`config.mk`:
```
export PLATFORM = sky130hd
export DESIGN_NAME = sliding_window_mode_filter_top
export DESIGN_NICKNAME = d
export VERILOG_FILES = /design/src/sv/swmf_pkg.sv /design/src/sv/swmf_cell.sv /design/src/sv/swmf_argmax.sv /design/src/sv/sliding_window_mode_filter_top.sv
export VERILOG_INCLUDE_DIRS = /design/src /design/src/sv
export SDC_FILE = /design/constraint.sdc
export NUM_CORES = 1
export LEC_CHECK = 0
export ABC_AREA = 1
export BUFFER_PORTS_ARGS = -buffer_cell sky130_fd_sc_hd__buf_2
export CAP_MARGIN = 40
export CELL_PAD_IN_SITES_DETAIL_PLACEMENT = 0
export CELL_PAD_IN_SITES_GLOBAL_PLACEMENT = 1
export CORE_MARGIN = 2
export CORE_UTILIZATION = 50
export DETAILED_ROUTE_END_ITERATION = 10
export GPL_TIMING_DRIVEN = 0
export PLACE_DENSITY_LB_ADDON = 0.1
export SYNTH_ARGS = -nofsm -noshare
export SYNTH_HDL_FRONTEND = slang
export SYNTH_SLANG_ARGS = --single-unit
export TNS_END_PERCENT = 20
```
`constraint.sdc`:
```
create_clock -name clk -period 21.3 [get_ports clk]
set_input_delay 4.26 -clock clk [delete_from_list [all_inputs] [get_ports clk]]
set_output_delay 4.26 -clock clk [all_outputs]
set_load 0.02 [all_outputs]
```
`src/sv/sliding_window_mode_filter_top_defines.svh`:
```
// Assertion shorthands shared by the RTL. Each expects clk and rst in scope.
`ifndef SLIDING_WINDOW_MODE_FILTER_TOP_DEFINES_SVH
`define SLIDING_WINDOW_MODE_FILTER_TOP_DEFINES_SVH

// Consequent must hold in the same cycle as the antecedent.
`define SWMF_ASSERT_SAME(label, ante, cons, msg) \
  label: assert property (@(posedge clk) disable iff (rst) (ante) |-> (cons)) \
    else $error(msg);

// Consequent must hold in the cycle after the antecedent.
`define SWMF_ASSERT_NEXT(label, ante, cons, msg) \
  label: assert property (@(posedge clk) disable iff (rst) (ante) |=> (cons)) \
    else $error(msg);

`endif

```
`src/sv/swmf_pkg.sv`:
```
package swmf_pkg;

  localparam int LABEL_W = 3;

  localparam logic OP_PUSH  = 1'b0;
  localparam logic OP_CLEAR = 1'b1;

  typedef struct packed {
    logic               op;
    logic               lane_side;
    logic [LABEL_W-1:0] label_class;
  } req_t;

  typedef struct packed {
    logic [LABEL_W-1:0] mode_class;
    logic               side_echo;
  } rsp_t;

endpackage

```
`src/sv/swmf_cell.sv`:
```
module swmf_cell (
  input  logic                       clk,
  input  logic                       shift,
  input  logic [swmf_pkg::LABEL_W-1:0] din,
  output logic [swmf_pkg::LABEL_W-1:0] dout
);
  import swmf_pkg::*;

  // hold the label until this side's window advances
  always_ff @(posedge clk) begin
    if (shift) begin
      dout <= din;
    end
  end

endmodule

```
`src/sv/swmf_argmax.sv`:
```
module swmf_argmax #(
  parameter int NCLS = 8,
  parameter int CW   = 5
) (
  input  logic [CW-1:0]                cnt [NCLS],
  output logic [swmf_pkg::LABEL_W-1:0] best
);
  import swmf_pkg::*;

  logic [CW-1:0] best_cnt;

  // strict greater-than keeps the lowest class on ties
  always_comb begin
    best_cnt = '0;
    best     = '0;
    for (int c = 0; c < NCLS; c++) begin
      if (cnt[c] > best_cnt) begin
        best_cnt = cnt[c];
        best     = LABEL_W'(c);
      end
    end
  end

endmodule

```
`src/sv/sliding_window_mode_filter_top.sv`:
```
// An accepted push request becomes the argmax stage token; its result then moves
//   into the output register that drives rsp, which holds it while stalled.
// Throughput: one request per cycle while no result is stalled on rsp, set by
//   the per-class running counters updated next to the label shift chains.
// Reset (rst, synchronous): empties both windows, zeroes all class counts and
//   drops any result in flight; the label cells themselves are not reset.
`include "sliding_window_mode_filter_top_defines.svh"

module sliding_window_mode_filter_top #(
  parameter int WINDOW  = 30,
  parameter int CLASSES = 8
) (
  input  logic           clk,
  input  logic           rst,
  input  logic           req_valid,
  output logic           req_stall,
  input  swmf_pkg::req_t req,
  output logic           rsp_valid,
  input  logic           rsp_stall,
  output swmf_pkg::rsp_t rsp
);
  import swmf_pkg::*;

  // Labels are 3 bits wide, so at most eight classes can ever be counted.
  localparam int NCLS = (CLASSES < 8) ? CLASSES : 8;
  localparam int CW   = $clog2(WINDOW + 1);

  // Per-side label chains: cell 0 holds the newest label, the last cell the
  // oldest once the window is full.
  logic [LABEL_W-1:0] cell_q [2][WINDOW];
  logic [1:0]         shift_en;

  // Running state: fill level and class counts per side.
  logic [CW-1:0] fill_level       [2];
  logic [CW-1:0] fill_level_next  [2];
  logic [CW-1:0] class_counts     [2][NCLS];
  logic [CW-1:0] class_counts_next[2][NCLS];
  logic [1:0]    full;

  // Argmax stage token and output register.
  logic          a_valid;
  logic          a_side;
  logic          adv;
  logic [CW-1:0] sel_counts [NCLS];
  logic [LABEL_W-1:0] mode_best;

  logic               req_acc;
  logic               push;
  logic               clr;
  logic [LABEL_W-1:0] lbl;
  logic [LABEL_W-1:0] old_lbl;

  // Accept side: the output register frees the argmax stage, so a request is
  // held off only when a token waits behind a stalled result.
  assign adv       = !rsp_valid || !rsp_stall;
  assign req_stall = a_valid && !adv;
  assign req_acc   = req_valid && !req_stall;
  assign push      = req_acc && (req.op == OP_PUSH);
  assign clr       = req_acc && (req.op == OP_CLEAR);

  // Saturate out-of-range labels to the top class before storing or counting.
  assign lbl = ({1'b0, req.label_class} >= 4'(NCLS)) ? LABEL_W'(NCLS - 1)
                                                     : req.label_class;

  assign full[0] = (fill_level[0] == CW'(WINDOW));
  assign full[1] = (fill_level[1] == CW'(WINDOW));

  // Oldest label of the addressed side, valid only when that side is full.
  assign old_lbl = cell_q[req.lane_side][WINDOW-1];

  assign shift_en[0] = push && (req.lane_side == 1'b0);
  assign shift_en[1] = push && (req.lane_side == 1'b1);

  // Build the two shift chains out of identical cells.
  for (genvar s = 0; s < 2; s++) begin : g_side
    for (genvar i = 0; i < WINDOW; i++) begin : g_cell
      if (i == 0) begin : g_head
        swmf_cell u_cell (
          .clk  (clk),
          .shift(shift_en[s]),
          .din  (lbl),
          .dout (cell_q[s][i])
        );
      end else begin : g_body
        swmf_cell u_cell (
          .clk  (clk),
          .shift(shift_en[s]),
          .din  (cell_q[s][i-1]),
          .dout (cell_q[s][i])
        );
      end
    end
  end

  // Count update: clear zeroes both sides; else increment the new label and
  // decrement the evicted one when full. Both on one class leaves it unchanged.
  always_comb begin
    for (int s = 0; s < 2; s++) begin
      fill_level_next[s] = fill_level[s];
      if (clr) begin
        fill_level_next[s] = '0;
      end else if (shift_en[s] && !full[s]) begin
        fill_level_next[s] = fill_level[s] + CW'(1);
      end
      for (int c = 0; c < NCLS; c++) begin
        if (clr) begin
          class_counts_next[s][c] = '0;
        end else begin
          class_counts_next[s][c] = class_counts[s][c]
            + CW'(shift_en[s] && (lbl == LABEL_W'(c)))
            - CW'(shift_en[s] && full[s] && (old_lbl == LABEL_W'(c)));
        end
      end
    end
  end

  always_ff @(posedge clk) begin
    if (rst) begin
      for (int s = 0; s < 2; s++) begin
        fill_level[s] <= '0;
        for (int c = 0; c < NCLS; c++) begin
          class_counts[s][c] <= '0;
        end
      end
    end else begin
      fill_level   <= fill_level_next;
      class_counts <= class_counts_next;
    end
  end

  // Argmax stage reads the counts left by the token's own push: any later
  // push lands at the same edge that moves the token into the output register.
  always_comb begin
    for (int c = 0; c < NCLS; c++) begin
      sel_counts[c] = class_counts[a_side][c];
    end
  end

  swmf_argmax #(
    .NCLS(NCLS),
    .CW  (CW)
  ) u_argmax (
    .cnt (sel_counts),
    .best(mode_best)
  );

  always_ff @(posedge clk) begin
    if (rst) begin
      a_valid <= 1'b0;
    end else if (push) begin
      a_valid <= 1'b1;
    end else if (adv) begin
      a_valid <= 1'b0;
    end
  end

  always_ff @(posedge clk) begin
    if (push) begin
      a_side <= req.lane_side;
    end
  end

  // Output register: load on advance, hold while stalled.
  always_ff @(posedge clk) begin
    if (rst) begin
      rsp_valid <= 1'b0;
    end else if (adv) begin
      rsp_valid <= a_valid;
    end
  end

  always_ff @(posedge clk) begin
    if (adv && a_valid) begin
      rsp.mode_class <= mode_best;
      rsp.side_echo  <= a_side;
    end
  end

  `SWMF_ASSERT_NEXT(a_clear_empties, clr, (fill_level[0] == '0) && (fill_level[1] == '0), "clear did not empty both windows")
  `SWMF_ASSERT_NEXT(a_push_token, push, a_valid, "push did not create a result token")
  `SWMF_ASSERT_SAME(a_hold_off, a_valid && rsp_valid && rsp_stall, req_stall, "request taken while token is blocked")
  `SWMF_ASSERT_NEXT(a_fill_grow, push && !full[req.lane_side], fill_level[$past(req.lane_side)] == $past(fill_level[req.lane_side]) + CW'(1), "fill level did not advance on push")

endmodule
```
==> results by group, run 1 <==
Placement
  • HPWL after DPL: between 15 and 20 mm
  • # port buffers: 14
  • Routability congestion estimate: between 0.7 and 0.8
  • Dpl cells: about 1600

Floorplanning
  • Core area: roughly 0.026 mm2
  • Die width: ~170 um
  • Die area: 0.02788 mm2
  • Initial core utilization: 0.5097
  • Row Count: 59
  • Die H: 167.0 um
  • IO Count: 15

Clock tree
  • Hold Buf Count CTS: 0
  • Clock H-tree levels: 1
  • Root Driver: clkbuf_16
  • Clock transition at the registers of the reported paths: ~60 ps
  • Post_cts resized: 0
  • Sink Count: 277
  • Clock latency on the worst-skew pair: around 540 ps
  • CTS tree: yes
  • Post-CTS Setup Inserts: 0
  • Max Buffers Root-to-Sink: 3
  • Total CTS buffers: 28

STA
  • Min Tclk post-route: 9454 ps
  • Final setup viols: 0
  • Hold_ws: roughly 410 ps
  • Setup_tns: 0 ps
  • Fmax: around 110 MHz
  • Period utilization: 0.4439
  • Fin. Hold Viols: 0
  • Final Max Slew Viols: 0
  • Max-Slew Margin vs Limit: 0.4568
  • Least-Margin Pin Slew: approximately 800 ps
  • Clk_skew: roughly 20 ps
  • Unrepaired setup endpoints after global routing: false

Critical path
  • R2R Path End: rsp[3]
  • Worst Path Arrival: 9720 ps
  • Setup CP Type: flip-flop to flip-flop
  • R2r setup slk: 11850 ps
  • Slowest stage delay, CP: approximately 460 ps
  • CP max stage cell: edfxtp_1
  • Worst r2r path cells: 63
  • CP most frequent cell: nand2_1
  • Worst Path Max Fanout: 10
  • Critical Path Sink Type: flip-flop
  • Required time of the critical path: 21560 ps
  • Crit start category: flip-flop
  • Reg-to-reg startpoint: a_side

Layout
  • Share of layout cells above drive strength 1: 0.1340
  • Fin nets: 1435
  • Area Overhead vs Synth: 11.97%
  • Cell Count, Final, Fillers Out: roughly 1600
  • Ant diodes: 0

Yosys
  • Synth Register Bits: approximately 280
  • Unique masters post-synth: between 40 and 50
  • Yosys Warn Count: 0
  • Seq/Total Area, Yosys: 0.5569
  • Avg Cell Area, Syn: between 10 and 15 um2
  • Synth Flop Type: edfxtp_1
  • Synth area leaders: edfxtp_1 (42%), dfxtp_1 (14%), ha_1 (11%)
  • Post-synth top cells: inv_1 (230), edfxtp_1 (185), nand2_1 (148)
  • Post-synth EDFFs: ~190
  • Top-count cell post-synth: inv_1
  • Post-synthesis async set-or-reset flop share: 0
  • Share of the synthesized area in the top cell type: 0.4183
  • Syn Nets: ~1400
  • Yosys top cell by area: edfxtp_1
  • Post-Synthesis Cells: approximately 1200
  • Synthesized area: 0.01328 mm2

Drt
  • Drt pass-1 iters: 5
  • WL final: roughly 24 mm
  • Remaining DRCs: 0
  • Via-to-Cell Ratio: around 4.8
  • Wire length per cell: ~14 um
  • Detail Route Antenna Nets: 0
  • Vias: about 8000
  • DRT iter0 DRCs: approximately 440

Global route
  • Initial antenna violation count: 0
  • Vias in the first global route: roughly 7700
  • GRT Util Overall: 0.1770
  • Congestion Overflow GR: 0
  • Largest net degree at the start of global routing: 61
  • First-pass GRT wire length: between 30 and 40 mm

Min path
  • Hold path start: g_side[0].g_cell[21].g_body.u_cell.dout[2]
  • Hold crit path type: flip-flop to flip-flop
  • Hold Crit Endpoint: g_side[0].g_cell[22].g_body.u_cell.dout[2]
  • Worst hold path depth: 0

Status
  • Status: completed

Power and ir drop
  • Pleak: ~6.2 nW
  • Pwr dens: approximately 87 mW/mm2
  • Peak VDD IR: slightly below 0.08 mV

Flow run
  • MaxCap Viol Count: 0
## metal layers
metal,track usage,wire length (um)
met1,0.2627,12170
met2,0.2793,10590
met3,0.02353,640
met5,0,0
met4,0.03823,451
## where the power goes
part	internal, W	switching, W	total [W]	leakage [nW]
clock network	0.000336	0.000209	0.000544	0.502
logic	0.0000585	0.000110	0.000168	3.28
registers	0.000585	0.00000299	0.000588	2.44
total	0.000979	0.000322	0.00130	6.22
## logic make-up after synthesis
| group | after synthesis | synth area share |
|---|---|---|
| buffers and inverters | 262 | 0.07725 |
| flip-flops | 277 | 0.5569 |
| AND/OR/NAND/NOR | 330 | 0.1252 |
| XOR/XNOR | 18 | 0.01187 |
| AO/OA/AOI/OAI | 216 | 0.08780 |
| adder cells (fa/ha/maj) | 135 | 0.1362 |
| multiplexers | 6 | 0.004710 |
## how the worst max path moves through the flow
stage / startpoint / to / slack (ps) / cells after the start
after floorplan: rsp_stall / req_stall / 12460 / 2
after global placement: a_side / rsp[3] / 11780 / 62
after detailed placement: a_side / rsp[3] / 11780 / 63
after CTS: a_side / rsp[3] / 11750 / 63
after global routing: a_side / rsp[3] / 10850 / 63
final: a_side / rsp[3] / 11850 / 63
## worst max-delay path, delay by kind of cell, from the launching register on
family	cells	cell delay, ps
buffers and inverters	10	1040
adder cells (fa/ha/maj)	7	2060
flip-flops	1	460
AO/OA/AOI/OAI	8	1390
AND/OR/NAND/NOR	38	4230
## sequential cells by signal, indices dropped and copies added (netlist names)
signal / flops
g_side.g_cell.g_head.u_cell.dout: 6
a_valid: 1
g_side.g_cell.g_body.u_cell.dout: 174
fill_level: 10
rsp_valid: 1
class_counts: 80
rsp: 4
a_side: 1
## cell type report
| type | instances | area (um2) |
|---|---|---|
| fillers | 2268 | 11190 |
| flip-flops and latches | 277 | 7397 |
| multi-input cells | 705 | 4858 |
| inverters | 243 | 914.6 |
| clock buffers | 31 | 733.2 |
| well taps | 335 | 419.2 |
| clock inverters | 21 | 306.5 |
| repair buffers | 17 | 128.9 |
| plain buffers | 19 | 113.9 |
## cells in the final DEF (no fill, tap or decap), types with 13 or more instances in the layout
cell / count
o21ai_0: 67
xor2_1: 17
nand2_2: 15
clkbuf_16: 29
inv_1: 230
or2_2: 17
nor2_1: 67
fa_1: 16
o21ai_1: 25
nand3_2: 26
buf_2: 24
edfxtp_1: 185
and2_1: 13
dfxtp_1: 92
o21a_1: 17
nand2_1: 148
a21oi_1: 96
ha_1: 119
## through the flow
stage          utilization  instance area (um2)  setup WS, ps  power (W)
6_report            0.5707                14870         11850   0.001301
5_1_grt             0.5707                14870         10850   0.001365
4_1_cts             0.5707                14870         11750   0.001315
3_5_place_dp        0.5308                13830         11780  0.0007702
3_3_place_gp        0.5284                13770         11780  0.0007675
2_1_floorplan            -                13280         12460  0.0007272
Power figures use the tool's default switching activity.
==> run 2, diff against run 1 <==
Settings changed: CORE_UTILIZATION 50 to 46.
Clock period 21.3 ns to 8.5 ns, I/O delays scaled along.
==> results by group, run 2 (synthesis gave the netlist of run 1 again) <==
Floorplanning
  • Row Count: slightly above 60
  • Die area: around 0.030 mm2
  • Core area: 0.02855 mm2
  • Die H: about 170 um
  • Initial core utilization: 0.4652
  • Die width: approximately 170 um
  • IO Count: 15

Min path
  • Worst hold path depth: 0
  • Hold crit path type: flip-flop to flip-flop

STA
  • Min Tclk post-route: 8603 ps
  • Setup_tns: -195.3 ps
  • Clk_skew: 19.20 ps
  • Final Max Slew Viols: 0
  • Unrepaired setup endpoints after global routing: true
  • Period utilization: 1.012
  • Fmax: between 100 and 150 MHz
  • Fin. Hold Viols: 0
  • Final Worst Setup Slack: -102.6 ps
  • Least-Margin Pin Slew: 865.9 ps
  • Final setup viols: 2
  • Max-Slew Margin vs Limit: 0.4166

Critical path
  • Required time of the critical path: about 9000 ps
  • Critical Path Sink Type: flip-flop
  • Worst Path Max Fanout: 8
  • Slowest stage delay, CP: between 400 and 500 ps
  • Crit start category: flip-flop
  • CP max stage cell: edfxtp_1
  • Worst r2r path cells: 66
  • CP most frequent cell: nand2_4
  • Worst Path Arrival: roughly 8900 ps
  • Setup CP Type: flip-flop to flip-flop

Global route
  • Met2 usage: 0.2739
  • Congestion Overflow GR: 0
  • Largest net degree at the start of global routing: 55
  • GRT met3 Usage: 0.02493
  • First-pass GRT wire length: 41.15 mm
  • Global route hottest layer: met2
  • Initial antenna violation count: 0
  • GRT Util Overall: 0.1711
  • GRT met1 Usage: 0.2480
  • Vias in the first global route: slightly above 8000

Clock tree
  • Sink Count: 277
  • Clock transition at the registers of the reported paths: around 60 ps
  • Root Driver: clkbuf_16
  • Clock latency on the worst-skew pair: between 500 and 600 ps
  • Hold Buf Count CTS: 0
  • CTS tree: yes
  • Total CTS buffers: 29
  • Clock H-tree levels: 1
  • Max Buffers Root-to-Sink: 3

Power and ir drop
  • Sequential share of power: 0.430
  • Sw Ratio: 0.2695
  • Peak VDD IR: between 0.15 and 0.2 mV
  • Pleak: ~6.7 nW
  • Pwr dens: 211.0 mW/mm2
  • P_sw: just over 0.0009 W
  • Int Pwr: roughly 0.0025 W
  • Clk pwr share: 0.350
  • Combinational Power Share: 0.220

Status
  • Status: finished, violations left
  • Failing checks: setup timing

Layout
  • Largest Register: g_side.g_cell.g_body.u_cell.dout
  • Commonest non-fill, non-tap cells in the layout: inv_1 (220), edfxtp_1 (185), nand2_1 (113)
  • Ant diodes: 0
  • Number of flip-flops under the largest register name: between 150 and 200
  • Fill count: 2473
  • Area of the multi-input gates: around 0.0057 mm2
  • Fin nets: 1504
  • Largest regs: g_side.g_cell.g_body.u_cell.dout: 174 flops, class_counts: 80 flops, fill_level: 10 flops
  • Fin util: 0.5695
  • Area Overhead vs Synth: 22.40%
  • Share of layout cells above drive strength 1: 0.2533
  • Register area: roughly 0.0074 mm2
  • Most common cell after layout, fill and taps aside: inv_1

Flow run
  • MaxCap Viol Count: 0

Drt
  • Via-to-Cell Ratio: ~4.8
  • Detail Route Antenna Nets: 0
  • DRT iter0 DRCs: between 400 and 500
  • Remaining DRCs: 0
  • Vias: around 8400
  • Wire length per cell: approximately 14 um
  • Drt pass-1 iters: 5
  • WL final: approximately 26 mm

Placement
  • # port buffers: 14
  • Setup WS pre-CTS: -1067 ps
  • HPWL after DPL: between 15 and 20 mm
  • Routability congestion estimate: 0.8155
## run 2: layout make-up
| class | count | share of cell area |
|---|---|---|
| Buffer | 19 | 0.007620 |
| Clock buffer | 40 | 0.04964 |
| Clock inverter | 13 | 0.007081 |
| Inverter | 243 | 0.05795 |
| Multi-Input combinational cell | 705 | 0.3513 |
| Sequential cell | 277 | 0.4550 |
| Tap cell | 384 | 0.02955 |
| Timing Repair Buffer | 85 | 0.04187 |
## run 2: repair_timing
action / in CTS / in global routing
resized for setup: 97 / 95
buffers inserted: 53 / 14
setup endpoints to repair: 3 / 3
pin swaps: 66 / 77
## run 2: through the flow
stage               cells  cell area (um2)  hold WS (ps)  total power, W
global placement     1642            13830         401.9        0.001922
CTS                  1753            15680         417.9        0.003316
floorplan            1244            13280         400.3        0.001822
global route         1766            16260         422.6        0.003600
detailed placement   1647            13910         404.5        0.001934
finish               1766            16260         414.0        0.003430
## run 2: path summary, 6_finish.rpt
| check | startpoint | end | slack (ps) |
|---|---|---|---|
| setup / recovery | a_side | rsp[2] | -100 |
| hold / removal | g_side[0].g_cell[11].g_body.u_cell.dout[0] | g_side[0].g_cell[12].g_body.u_cell.dout[0] | 410 |
| setup reg to reg | a_side | rsp[2] | -100 |
| hold reg to reg | g_side[0].g_cell[11].g_body.u_cell.dout[0] | g_side[0].g_cell[12].g_body.u_cell.dout[0] | 410 |
## run 2: critical path, delay by kind of cell (launching register included)
family	cells	cell delay, ps
and+or+nand+nor	41	4140
DFF	1	420
adders and majority gates	7	1830
AOI/OAI and AO/OA	7	840
buffers and inverters	11	1080
## run 2: power by group through the flow
stage | Clock, W | Sequential, W | Combinational, W
after floorplan | 0 | 0.00151 | 0.000317
after global placement | 0 | 0.00150 | 0.000419
after detailed placement | 0 | 0.00150 | 0.000431
after CTS | 0.00124 | 0.00147 | 0.000600
after global routing | 0.00129 | 0.00148 | 0.000833
final | 0.00120 | 0.00147 | 0.000755
## run 2: routing by layer
metal  wire [um]  vias to the layer above  part of all wire
met5           0                        -                 0
met1       12460                     3952              0.49
li1            -                     4342                 -
met3         835                       29             0.033
met2       11730                       95              0.46
met4         498                        0             0.020
